## config.mk

```make
export PLATFORM = sky130hd
export DESIGN_NAME = alpha_blend_blit
export DESIGN_NICKNAME = d
export VERILOG_FILES = /design/src/design/abb_pkg.sv /design/src/design/abb_front.sv /design/src/design/abb_fifo.sv /design/src/design/abb_back.sv /design/src/design/alpha_blend_blit.sv
export VERILOG_INCLUDE_DIRS = /design/src /design/src/design
export SDC_FILE = /design/constraint.sdc
export NUM_CORES = 2
export LEC_CHECK = 0
export ABC_CLOCK_PERIOD_IN_PS = 9100
export BUFFER_PORTS_ARGS = -buffer_cell sky130_fd_sc_hd__buf_2
export CAP_MARGIN = 20
export CORE_AREA = 5 5 399 401
export DETAILED_ROUTE_END_ITERATION = 12
export DIE_AREA = 0 0 404 406
export PLACE_DENSITY_LB_ADDON = 0.3
export SLEW_MARGIN = 10
export SYNTH_ARGS = -nofsm -noshare
export SYNTH_HDL_FRONTEND = slang
export SYNTH_SLANG_ARGS = --single-unit
```

## constraint.sdc

```tcl
create_clock -name clk_i -period 9.1 [get_ports clk_i]
set_input_delay 0.455 -clock clk_i [delete_from_list [all_inputs] [get_ports clk_i]]
set_output_delay 0.455 -clock clk_i [all_outputs]
set_load 0.005 [all_outputs]
```

## src/design/alpha_blend_blit_assert.svh

```systemverilog
// Assertion macros for the blit engine.
// Used by the top level only; expects clk_i and rst_ni in scope.
`ifndef ALPHA_BLEND_BLIT_ASSERT_SVH
`define ALPHA_BLEND_BLIT_ASSERT_SVH

// Implication checked on every rising edge outside reset.
`define ABB_ASSERT_IMP(lbl, ante, cons, msg) \
  lbl: assert property (@(posedge clk_i) disable iff (!rst_ni) (ante) |-> (cons)) \
    else $error(msg);

// Condition that must never be seen outside reset.
`define ABB_ASSERT_NEVER(lbl, cond, msg) \
  lbl: assert property (@(posedge clk_i) disable iff (!rst_ni) !(cond)) \
    else $error(msg);

`endif

```

## src/design/abb_pkg.sv

```systemverilog
// Shared types and constants of the blit engine.
// No dependencies.
`default_nettype none

package abb_pkg;

  localparam int unsigned MAX_DIM_DEF   = 4096;
  localparam int unsigned ADDR_BITS_DEF = 24;
  localparam int unsigned QUEUE_DEPTH   = 4;

  localparam int unsigned DIM_W     = 13;  // width, height registers
  localparam int unsigned POS_W     = 12;  // origin registers
  localparam int unsigned PIX_W     = 32;
  localparam int unsigned CH_W      = 8;
  localparam int unsigned CH_NUM    = 4;
  localparam int unsigned CFG_IDX_W = 3;
  localparam int unsigned CFG_DAT_W = 13;
  localparam int unsigned ALPHA_ONE = 256;

  typedef enum logic [CFG_IDX_W-1:0] {
    REG_DEST_WIDTH   = 3'd0,
    REG_SRC_WIDTH    = 3'd1,
    REG_SRC_HEIGHT   = 3'd2,
    REG_POS_X        = 3'd3,
    REG_POS_Y        = 3'd4,
    REG_BLEND_ENABLE = 3'd5
  } cfg_reg_e;

  typedef struct packed {
    logic [DIM_W-1:0] dest_width;
    logic [DIM_W-1:0] src_width;
    logic [DIM_W-1:0] src_height;
    logic [POS_W-1:0] pos_x;
    logic [POS_W-1:0] pos_y;
    logic             blend_enable;
  } abb_cfg_t;

endpackage

`default_nettype wire

```

## src/design/abb_front.sv

```systemverilog
// Front end: takes input requests, steps the column and row counters and
// forms the partial address sums and the last flag. Depends on abb_pkg.
`default_nettype none

module abb_front #(
  parameter int unsigned MAX_DIM = abb_pkg::MAX_DIM_DEF
) (
  input  wire                 clk_i,
  input  wire                 rst_ni,
  input  abb_pkg::abb_cfg_t   cfg_i,
  input  wire                 in_valid_i,
  output logic                in_stall_o,
  input  wire                 q_full_i,
  output logic                push_o,
  output logic [((($clog2(MAX_DIM) > abb_pkg::POS_W) ? $clog2(MAX_DIM)
                 : abb_pkg::POS_W) + 1)-1:0] xsum_o,
  output logic [((($clog2(MAX_DIM) > abb_pkg::POS_W) ? $clog2(MAX_DIM)
                 : abb_pkg::POS_W) + 1)-1:0] ysum_o,
  output logic                last_o
);

  localparam int unsigned CNT_W = $clog2(MAX_DIM);
  localparam int unsigned SUM_W = ((CNT_W > abb_pkg::POS_W) ? CNT_W : abb_pkg::POS_W) + 1;
  localparam int unsigned CMP_W = ((CNT_W > abb_pkg::DIM_W) ? CNT_W : abb_pkg::DIM_W) + 1;

  logic [CNT_W-1:0] col_q, col_d;
  logic [CNT_W-1:0] row_q, row_d;
  logic [CMP_W-1:0] w_m1, h_m1;
  logic             end_col, end_row;

  // Effective size minus one: zero acts as one, oversize clamps to MAX_DIM.
  function automatic logic [CMP_W-1:0] size_m1(logic [abb_pkg::DIM_W-1:0] v);
    logic [CMP_W-1:0] ve;
    ve = CMP_W'(v);
    if (v == '0) begin
      return '0;
    end else if (ve >= CMP_W'(MAX_DIM)) begin
      return CMP_W'(MAX_DIM - 1);
    end else begin
      return ve - CMP_W'(1);
    end
  endfunction

  assign w_m1    = size_m1(cfg_i.src_width);
  assign h_m1    = size_m1(cfg_i.src_height);
  assign end_col = CMP_W'(col_q) >= w_m1;
  assign end_row = CMP_W'(row_q) >= h_m1;

  assign in_stall_o = q_full_i;
  assign push_o     = in_valid_i && !q_full_i;
  assign xsum_o     = SUM_W'(col_q) + SUM_W'(cfg_i.pos_x);
  assign ysum_o     = SUM_W'(row_q) + SUM_W'(cfg_i.pos_y);
  assign last_o     = end_col && end_row;

  always_comb begin
    col_d = col_q;
    row_d = row_q;
    if (push_o) begin
      if (end_col) begin
        col_d = '0;
        row_d = end_row ? '0 : row_q + CNT_W'(1);
      end else begin
        col_d = col_q + CNT_W'(1);
      end
    end
  end

  always_ff @(posedge clk_i or negedge rst_ni) begin
    if (!rst_ni) begin
      col_q <= '0;
      row_q <= '0;
    end else begin
      col_q <= col_d;
      row_q <= row_d;
    end
  end

endmodule

`default_nettype wire

```

## src/design/abb_fifo.sv

```systemverilog
// Short flop-based queue between front and back end.
// Depends on nothing but its parameters.
`default_nettype none

module abb_fifo #(
  parameter int unsigned WIDTH = 8,
  parameter int unsigned DEPTH = 4
) (
  input  wire              clk_i,
  input  wire              rst_ni,
  input  wire              push_i,
  input  wire  [WIDTH-1:0] wdata_i,
  input  wire              pop_i,
  output logic [WIDTH-1:0] rdata_o,
  output logic             full_o,
  output logic             empty_o
);

  localparam int unsigned PTR_W = $clog2(DEPTH);
  localparam int unsigned CNT_W = $clog2(DEPTH + 1);

  logic [WIDTH-1:0] mem_q [DEPTH];
  logic [PTR_W-1:0] wr_ptr_q, wr_ptr_d;
  logic [PTR_W-1:0] rd_ptr_q, rd_ptr_d;
  logic [CNT_W-1:0] cnt_q, cnt_d;
  logic             do_push, do_pop;

  assign full_o  = cnt_q == CNT_W'(DEPTH);
  assign empty_o = cnt_q == '0;
  assign rdata_o = mem_q[rd_ptr_q];
  assign do_push = push_i && !full_o;
  assign do_pop  = pop_i && !empty_o;

  function automatic logic [PTR_W-1:0] ptr_inc(logic [PTR_W-1:0] p);
    return (p == PTR_W'(DEPTH - 1)) ? '0 : p + PTR_W'(1);
  endfunction

  always_comb begin
    wr_ptr_d = do_push ? ptr_inc(wr_ptr_q) : wr_ptr_q;
    rd_ptr_d = do_pop ? ptr_inc(rd_ptr_q) : rd_ptr_q;
    cnt_d    = cnt_q;
    if (do_push && !do_pop) begin
      cnt_d = cnt_q + CNT_W'(1);
    end else if (do_pop && !do_push) begin
      cnt_d = cnt_q - CNT_W'(1);
    end
  end

  always_ff @(posedge clk_i or negedge rst_ni) begin
    if (!rst_ni) begin
      wr_ptr_q <= '0;
      rd_ptr_q <= '0;
      cnt_q    <= '0;
    end else begin
      wr_ptr_q <= wr_ptr_d;
      rd_ptr_q <= rd_ptr_d;
      cnt_q    <= cnt_d;
    end
  end

  always_ff @(posedge clk_i) begin
    if (do_push) begin
      mem_q[wr_ptr_q] <= wdata_i;
    end
  end

endmodule

`default_nettype wire

```

## src/design/abb_back.sv

```systemverilog
// Back end: two-stage pipe that multiplies out the row address, blends the
// pixel and holds the result for the output. Depends on abb_pkg.
`default_nettype none

module abb_back #(
  parameter int unsigned MAX_DIM   = abb_pkg::MAX_DIM_DEF,
  parameter int unsigned ADDR_BITS = abb_pkg::ADDR_BITS_DEF
) (
  input  wire                        clk_i,
  input  wire                        rst_ni,
  input  abb_pkg::abb_cfg_t          cfg_i,
  input  wire                        q_valid_i,
  output logic                       q_pop_o,
  input  wire  [abb_pkg::PIX_W-1:0]  src_pixel_i,
  input  wire  [abb_pkg::PIX_W-1:0]  dst_pixel_i,
  input  wire  [((($clog2(MAX_DIM) > abb_pkg::POS_W) ? $clog2(MAX_DIM)
                 : abb_pkg::POS_W) + 1)-1:0] xsum_i,
  input  wire  [((($clog2(MAX_DIM) > abb_pkg::POS_W) ? $clog2(MAX_DIM)
                 : abb_pkg::POS_W) + 1)-1:0] ysum_i,
  input  wire                        last_i,
  output logic                       s1_valid_o,
  output logic                       out_valid_o,
  input  wire                        out_stall_i,
  output logic [ADDR_BITS-1:0]       dest_address_o,
  output logic [abb_pkg::PIX_W-1:0]  new_pixel_o,
  output logic                       last_o
);

  localparam int unsigned CNT_W  = $clog2(MAX_DIM);
  localparam int unsigned SUM_W  = ((CNT_W > abb_pkg::POS_W) ? CNT_W : abb_pkg::POS_W) + 1;
  localparam int unsigned PROD_W = SUM_W + abb_pkg::DIM_W;
  localparam int unsigned EXT_W  = (PROD_W + 1 > ADDR_BITS) ? PROD_W + 1 : ADDR_BITS;
  localparam int unsigned ACC_W  = 2 * abb_pkg::CH_W;
  localparam int unsigned IA_W   = abb_pkg::CH_W + 1;

  // Stage 1 registers
  logic                      s1_valid_q;
  logic [PROD_W-1:0]         prod_q;
  logic [SUM_W-1:0]          xsum_q;
  logic [abb_pkg::PIX_W-1:0] pix_q;
  logic                      s1_last_q;

  // Output stage registers
  logic                      out_valid_q;
  logic [ADDR_BITS-1:0]      addr_q;
  logic [abb_pkg::PIX_W-1:0] out_pix_q;
  logic                      out_last_q;

  logic              s1_ready, s2_ready;
  logic [EXT_W-1:0]  addr_sum;

  // Per channel floor((s*a + d*(256-a))/256); the sum never exceeds 16 bits.
  function automatic logic [abb_pkg::PIX_W-1:0] blend_px(
    logic [abb_pkg::PIX_W-1:0] s,
    logic [abb_pkg::PIX_W-1:0] d
  );
    logic [abb_pkg::CH_W-1:0]  a;
    logic [IA_W-1:0]           ia;
    logic [ACC_W-1:0]          acc;
    logic [abb_pkg::PIX_W-1:0] r;
    a  = s[abb_pkg::PIX_W-1 -: abb_pkg::CH_W];
    ia = IA_W'(abb_pkg::ALPHA_ONE) - IA_W'(a);
    r  = '0;
    for (int i = 0; i < abb_pkg::CH_NUM; i++) begin
      acc = ACC_W'(ACC_W'(s[abb_pkg::CH_W*i +: abb_pkg::CH_W]) * ACC_W'(a))
          + ACC_W'(ACC_W'(d[abb_pkg::CH_W*i +: abb_pkg::CH_W]) * ACC_W'(ia));
      r[abb_pkg::CH_W*i +: abb_pkg::CH_W] = acc[ACC_W-1 -: abb_pkg::CH_W];
    end
    return r;
  endfunction

  assign s2_ready = !out_valid_q || !out_stall_i;
  assign s1_ready = !s1_valid_q || s2_ready;
  assign q_pop_o  = s1_ready && q_valid_i;
  assign addr_sum = EXT_W'(prod_q) + EXT_W'(xsum_q);

  always_ff @(posedge clk_i or negedge rst_ni) begin
    if (!rst_ni) begin
      s1_valid_q  <= 1'b0;
      out_valid_q <= 1'b0;
    end else begin
      if (s1_ready) begin
        s1_valid_q <= q_valid_i;
      end
      if (s2_ready) begin
        out_valid_q <= s1_valid_q;
      end
    end
  end

  always_ff @(posedge clk_i) begin
    if (q_pop_o) begin
      prod_q    <= PROD_W'(ysum_i) * PROD_W'(cfg_i.dest_width);
      xsum_q    <= xsum_i;
      pix_q     <= cfg_i.blend_enable ? blend_px(src_pixel_i, dst_pixel_i) : src_pixel_i;
      s1_last_q <= last_i;
    end
    if (s2_ready && s1_valid_q) begin
      addr_q     <= addr_sum[ADDR_BITS-1:0];
      out_pix_q  <= pix_q;
      out_last_q <= s1_last_q;
    end
  end

  assign s1_valid_o     = s1_valid_q;
  assign out_valid_o    = out_valid_q;
  assign dest_address_o = addr_q;
  assign new_pixel_o    = out_pix_q;
  assign last_o         = out_last_q;

endmodule

`default_nettype wire

```

## src/design/alpha_blend_blit.sv

```systemverilog
// Top level of the ARGB8888 rectangle blit engine: configuration registers,
// front end, request queue and back end. Depends on abb_pkg and the
// abb_front, abb_fifo and abb_back modules.
`default_nettype none
`include "alpha_blend_blit_assert.svh"

// The engine takes one source pixel per request, in raster order over the
// rectangle, together with the destination pixel now held at its target
// location, and returns one write request per pixel: the destination index
// (pos_y+row)*dest_width + column + pos_x, wrapped to ADDR_BITS bits, the
// new pixel and a flag on the last pixel of the rectangle. With
// blend_enable clear the new pixel is the source pixel; with it set every
// channel, alpha included, is floor((s*a + d*(256-a))/256) with a the
// source alpha. A width or height of zero counts as one and anything above
// MAX_DIM as MAX_DIM. While the output is not stalled the engine sustains
// one pixel per clock: the front end steps its counters on each accepted
// request and the back end is a fully pipelined multiply stage followed by
// the output register. A taken request lands in the queue, passes the
// multiply and blend stage and then reaches the output register. Up to
// four requests wait in the queue, so the input keeps flowing while the
// output is stalled until the queue is full.
// Write configuration only while the engine is idle; the column and row
// counters restart at the origin after the last pixel of a rectangle.

module alpha_blend_blit #(
  parameter int unsigned MAX_DIM   = abb_pkg::MAX_DIM_DEF,
  parameter int unsigned ADDR_BITS = abb_pkg::ADDR_BITS_DEF
) (
  input  wire                            clk_i,
  input  wire                            rst_ni,
  // configuration write port
  input  wire                            cfg_we_i,
  input  wire  [abb_pkg::CFG_IDX_W-1:0]  cfg_index_i,
  input  wire  [abb_pkg::CFG_DAT_W-1:0]  cfg_data_i,
  // input channel
  input  wire                            in_valid_i,
  output logic                           in_stall_o,
  input  wire  [abb_pkg::PIX_W-1:0]      src_pixel_i,
  input  wire  [abb_pkg::PIX_W-1:0]      dst_pixel_i,
  // output channel
  output logic                           out_valid_o,
  input  wire                            out_stall_i,
  output logic [ADDR_BITS-1:0]           dest_address_o,
  output logic [abb_pkg::PIX_W-1:0]      new_pixel_o,
  output logic                           last_o
);

  localparam int unsigned CNT_W = $clog2(MAX_DIM);
  localparam int unsigned SUM_W = ((CNT_W > abb_pkg::POS_W) ? CNT_W : abb_pkg::POS_W) + 1;
  localparam int unsigned ENT_W = 2 * abb_pkg::PIX_W + 2 * SUM_W + 1;

  abb_pkg::abb_cfg_t cfg_q;

  logic             f_push, q_full, q_empty, q_pop, s1_valid;
  logic [SUM_W-1:0] f_xsum, f_ysum, q_xsum, q_ysum;
  logic             f_last, q_last;
  logic [ENT_W-1:0] q_wdata, q_rdata;
  logic [abb_pkg::PIX_W-1:0] q_src, q_dst;

  // Configuration registers: write by index, ignore indexes past the list.
  always_ff @(posedge clk_i or negedge rst_ni) begin
    if (!rst_ni) begin
      cfg_q.dest_width   <= abb_pkg::DIM_W'(1);
      cfg_q.src_width    <= abb_pkg::DIM_W'(1);
      cfg_q.src_height   <= abb_pkg::DIM_W'(1);
      cfg_q.pos_x        <= '0;
      cfg_q.pos_y        <= '0;
      cfg_q.blend_enable <= 1'b0;
    end else if (cfg_we_i) begin
      unique case (cfg_index_i)
        abb_pkg::REG_DEST_WIDTH:   cfg_q.dest_width   <= cfg_data_i[abb_pkg::DIM_W-1:0];
        abb_pkg::REG_SRC_WIDTH:    cfg_q.src_width    <= cfg_data_i[abb_pkg::DIM_W-1:0];
        abb_pkg::REG_SRC_HEIGHT:   cfg_q.src_height   <= cfg_data_i[abb_pkg::DIM_W-1:0];
        abb_pkg::REG_POS_X:        cfg_q.pos_x        <= cfg_data_i[abb_pkg::POS_W-1:0];
        abb_pkg::REG_POS_Y:        cfg_q.pos_y        <= cfg_data_i[abb_pkg::POS_W-1:0];
        abb_pkg::REG_BLEND_ENABLE: cfg_q.blend_enable <= cfg_data_i[0];
        default: begin
        end
      endcase
    end
  end

  // Front end: take the request, advance the counters, classify the pixel.
  abb_front #(
    .MAX_DIM (MAX_DIM)
  ) u_front (
    .clk_i      (clk_i),
    .rst_ni     (rst_ni),
    .cfg_i      (cfg_q),
    .in_valid_i (in_valid_i),
    .in_stall_o (in_stall_o),
    .q_full_i   (q_full),
    .push_o     (f_push),
    .xsum_o     (f_xsum),
    .ysum_o     (f_ysum),
    .last_o     (f_last)
  );

  // Queue: decouple the front end from output back-pressure.
  assign q_wdata = {src_pixel_i, dst_pixel_i, f_xsum, f_ysum, f_last};
  assign {q_src, q_dst, q_xsum, q_ysum, q_last} = q_rdata;

  abb_fifo #(
    .WIDTH (ENT_W),
    .DEPTH (abb_pkg::QUEUE_DEPTH)
  ) u_fifo (
    .clk_i   (clk_i),
    .rst_ni  (rst_ni),
    .push_i  (f_push),
    .wdata_i (q_wdata),
    .pop_i   (q_pop),
    .rdata_o (q_rdata),
    .full_o  (q_full),
    .empty_o (q_empty)
  );

  // Back end: multiply out the row, blend, hold the result until taken.
  abb_back #(
    .MAX_DIM   (MAX_DIM),
    .ADDR_BITS (ADDR_BITS)
  ) u_back (
    .clk_i          (clk_i),
    .rst_ni         (rst_ni),
    .cfg_i          (cfg_q),
    .q_valid_i      (!q_empty),
    .q_pop_o        (q_pop),
    .src_pixel_i    (q_src),
    .dst_pixel_i    (q_dst),
    .xsum_i         (q_xsum),
    .ysum_i         (q_ysum),
    .last_i         (q_last),
    .s1_valid_o     (s1_valid),
    .out_valid_o    (out_valid_o),
    .out_stall_i    (out_stall_i),
    .dest_address_o (dest_address_o),
    .new_pixel_o    (new_pixel_o),
    .last_o         (last_o)
  );

  // Checks on the queue and the back-end pipe.
  `ABB_ASSERT_NEVER(a_pop_empty, q_pop && q_empty, "queue popped while empty")
  `ABB_ASSERT_NEVER(a_push_full, f_push && q_full, "queue pushed while full")
  `ABB_ASSERT_IMP(a_hold_pipe, out_valid_o && out_stall_i && s1_valid, !q_pop, "queue popped while the back end is blocked")
  `ABB_ASSERT_IMP(a_stall_full, in_stall_o, q_full, "input stalled with room in the queue")

endmodule

`default_nettype wire

```

==> Implementation_results.wiki <==
{| class="wikitable"
! Metric !! Value
|-
| Pins over their slew limit || 0
|-
| Number of global-route vias before repair || approximately 31000
|-
| Data arrival time of the worst path || 8.68 ns
|-
| Synth cell types || 76
|-
| Pre-CTS WS || 0.923 ns
|-
| Fillers || 15700
|-
| Post-synth top area share || 0.318
|-
| Kind of critical path || reg2reg
|-
| Top Family by Delay on Critical Path || adder cells
|-
| Root Driver || sky130_fd_sc_hd__clkbuf_16
|-
| Total of cells resized after clock tree synthesis || 0
|-
| Post-DP HPWL || 91000 um
|-
| Post-Synthesis Mean Instance Area || 11.5 sq um
|-
| Number of nets still failing antenna checks after routing || 0
|-
| Number of antenna violations at the first check in global routing || 14
|-
| Final critical-path share of the clock period || 0.907
|-
| Kind of launch point of the worst setup path || flip-flop
|-
| Core area || 155000 sq um
|-
| Total routed wirelength || 121000 um
|-
| Height of the chip || 406 um
|-
| Maximum number of pins on one net before global-route repair || 62
|-
| WL/cell || ~19 um
|-
| Maximum level of the CTS H-tree || 3
|-
| Number of buffers added for setup after CTS || 0
|-
| Layout Cells excl Fill || 6389
|-
| Commonest cells after routing, fill and taps aside || 703 x sky130_fd_sc_hd__inv_1, 520 x sky130_fd_sc_hd__fa_1, 491 x sky130_fd_sc_hd__edfxtp_1, 449 x sky130_fd_sc_hd__nand2_1, 364 x sky130_fd_sc_hd__ha_1
|-
| Die Wd || about 400 um
|-
| Routability-driven placement congestion ratio || 0.849
|-
| Num Clock Sinks || 588
|-
| Nature of the critical path endpoint || flip-flop
|-
| Final hold slack || 0.0668 ns
|-
| Boundary Pins || 144
|-
| Worst R2R Start || u_fifo.rd_ptr_q[0]
|-
| Via count || roughly 30000
|-
| Vias per cell || approximately 4.6
|-
| Crit path time final || 8.26 ns
|-
| Clock Skews || 0.0480 ns
|-
| Global-route congestion overflow total || 0
|-
| Largest buffer count on any clock path || 3
|-
| Placement row count || 145
|-
| Post-route setup slack || 0.842 ns
|-
| Number of enable-type register cells in the synthesized netlist || ~500
|-
| Total of endpoints with negative setup slack in the final report || 0
|-
| Number of buffers added by the clock tree synthesis step || a little over 70
|-
| Least-Margin Pin Slew || around 1.2 ns
|-
| Total instance count after detailed placement || around 6200
|-
| Hold Vio Cnt, Final || 0
|-
| DRC Markers || 0
|-
| Most used cell, CP || sky130_fd_sc_hd__fa_1
|-
| RSZ-0062 raised after global routing || no
|-
| Share of cells above drive strength 1 || 0.127
|-
| Worst-path fanout max || 26
|-
| Critical path origin || u_fifo.rd_ptr_q[0]
|-
| Total routing usage reported by global routing || 0.151
|-
| Post-layout nets || 5236
|-
| Startpoint of the tightest hold check path || src_pixel_i[8]
|-
| Cells traversed along the worst timing path || mux2_2 > o21ai_2 > ha_1 > and3_1 > nand3_1 > xnor2_2 > nand2_1 > fa_1 > fa_1 > inv_1 > fa_1 > fa_1 > fa_1 > inv_1 > fa_1 > inv_1 > ha_1 > o21ai_0 > o311ai_1 > o41a_1 > a21o_1 > a21oi_2 > xnor2_1 > mux2_2
|-
| CTS tree || yes
|-
| Most common library cell in the layout ignoring fill and taps || sky130_fd_sc_hd__inv_1
|-
| Max Cap Viol || 0
|-
| Leading area contributor after synthesis || sky130_fd_sc_hd__edfxtp_1
|-
| Area of the mapped netlist || around 46000 sq um
|-
| Starting Density || 0.298
|-
| Global-route wire length before repair || 188000 um
|-
| CP max stage delay || 0.81 ns
|-
| Top flip-flop cell by instance count after synthesis || sky130_fd_sc_hd__edfxtp_1
|-
| Multi-input gate area in the final layout || 26000 sq um
|-
| Max stage delay cell, worst path || sky130_fd_sc_hd__xnor2_2
|-
| Total of buffers placed on input and output ports || between 100 and 150
|-
| Min-delay worst type || in2reg
|-
| Clock-pin slew of the registers on the worst-case setup and hold paths || about 0.060 ns
|-
| Number of warnings printed during yosys synthesis || 0
|-
| Share of synthesized area occupied by flip-flops and latches || 0.371
|-
| Async S/R FF share, synth || 0.165
|-
| Flop and latch count out of synthesis || 588
|-
| Area growth from synthesis to layout || 14.0%
|-
| Status || completed
|-
| Number of buffer and inverter instances along the worst setup path || 3
|-
| Fmax || 121 MHz
|-
| Count of routing violations after the opening detailed-route iteration || 1611
|-
| Final setup TNS || 0 ns
|-
| Clock insertion delay at the later pin of the skew report || 0.69 ns
|-
| Remaining max-slew budget at the tightest pin || 0.208
|-
| Most area-consuming cells after synthesis || sky130_fd_sc_hd__edfxtp_1 32%, sky130_fd_sc_hd__fa_1 22%, sky130_fd_sc_hd__ha_1 9.8%
|-
| Required @ worst endpoint || between 9 and 10 ns
|-
| Sequential cell area || 17200 sq um
|-
| Post-synthesis net count || 5007
|-
| Drt first pass iters || 5
|-
| Total die area || approximately 160000 sq um
|-
| Synthesized instance count || 4038
|}
sequential cells by signal, indices dropped and copies added (netlist names), 12 cells and up:
name and count:
cfg_q 64, u_back.dest_address_o 24, u_back.new_pixel_o 32, u_back.pix_q 32, u_back.prod_q 24, u_back.xsum_q 13
u_fifo.mem_q 364, u_front.col_q 12, u_front.row_q 12
layout make-up:
class                           count  share of cell area
Inverter                          708              0.0503
Clock buffer                       82              0.0344
Clock inverter                     50              0.0105
Sequential cell                   588               0.326
Timing Repair Buffer              288              0.0372
Tap cell                         2058              0.0488
Antenna cell                        5            0.000237
Multi-Input combinational cell   2610               0.493
kinds of logic (layout without fill, tap and decap cells):
logic type,Yosys count,count (layout),synth area share
buffers and inverters,840,1128,0.0696
XOR/XNOR,140,140,0.0266
AND/OR/NAND/NOR,1042,1042,0.101
AO/OA/AOI/OAI,319,319,0.0444
multiplexers,225,225,0.0650
other,0,5,0
adder cells (fa/ha/maj),884,884,0.323
flip-flops,588,588,0.371
layer usage:
layer	vias to the layer above	global-route usage	wire length (um)
met5	-	0	79
met4	12	0.0379	2680
met3	129	0.0277	6560
met2	632	0.247	56100
met1	14800	0.208	55600
li1	13600	-	-
metrics by stage:
stage	instance area [sq um]	util
3_3_place_gp	49800	0.320
2_1_floorplan	46300	-
6_report	52800	0.340
3_5_place_dp	49800	0.320
4_1_cts	52800	0.340
5_1_grt	52800	0.340
Yosys cell counts, types with 9 or more instances:
cell	n
sky130_fd_sc_hd__mux2_2	116
sky130_fd_sc_hd__clkbuf_1	92
sky130_fd_sc_hd__nand3_1	22
sky130_fd_sc_hd__and2_1	138
sky130_fd_sc_hd__o21ai_1	10
sky130_fd_sc_hd__dfrtp_1	94
sky130_fd_sc_hd__xor2_1	43
sky130_fd_sc_hd__nand2b_1	17
sky130_fd_sc_hd__buf_2	22
sky130_fd_sc_hd__a21oi_1	41
sky130_fd_sc_hd__nor3_1	29
sky130_fd_sc_hd__fa_1	520
sky130_fd_sc_hd__a21o_1	24
sky130_fd_sc_hd__nand2_1	449
sky130_fd_sc_hd__o21ai_0	123
sky130_fd_sc_hd__ha_1	364
sky130_fd_sc_hd__a31oi_1	11
sky130_fd_sc_hd__or2_2	11
sky130_fd_sc_hd__buf_1	11
sky130_fd_sc_hd__a211oi_1	10
sky130_fd_sc_hd__mux4_2	49
sky130_fd_sc_hd__edfxtp_1	491
sky130_fd_sc_hd__mux2i_1	60
sky130_fd_sc_hd__xnor2_1	96
sky130_fd_sc_hd__and3_1	21
sky130_fd_sc_hd__nand4_1	12
sky130_fd_sc_hd__a22o_1	9
sky130_fd_sc_hd__inv_1	703
sky130_fd_sc_hd__o21a_1	41
sky130_fd_sc_hd__nor2_1	290
sky130_fd_sc_hd__nor2b_1	17
worst paths after layout:
path	endpoint	slack, ns	depth (start not counted)
worst min-delay path	u_fifo.mem_q[0][67]	0.07	1
min in group asynchronous	cfg_q[63]	0.27	2
worst max-delay path	u_back.pix_q[6]	0.84	24
worst max register to register	u_back.pix_q[6]	0.84	24
max in group asynchronous	u_fifo.rd_ptr_q[1]	7.50	3
worst min register to register	u_back.new_pixel_o[26]	0.42	0
timing repair:
item	in CTS	in global routing
endpoints found under the setup margin	0	0
hold endpoints to repair	287	0
hold buffers	64	0
Power is left out: the tool's default activity adds up to more than one toggle a clock period on the data nets, which glitch-free logic cannot reach.
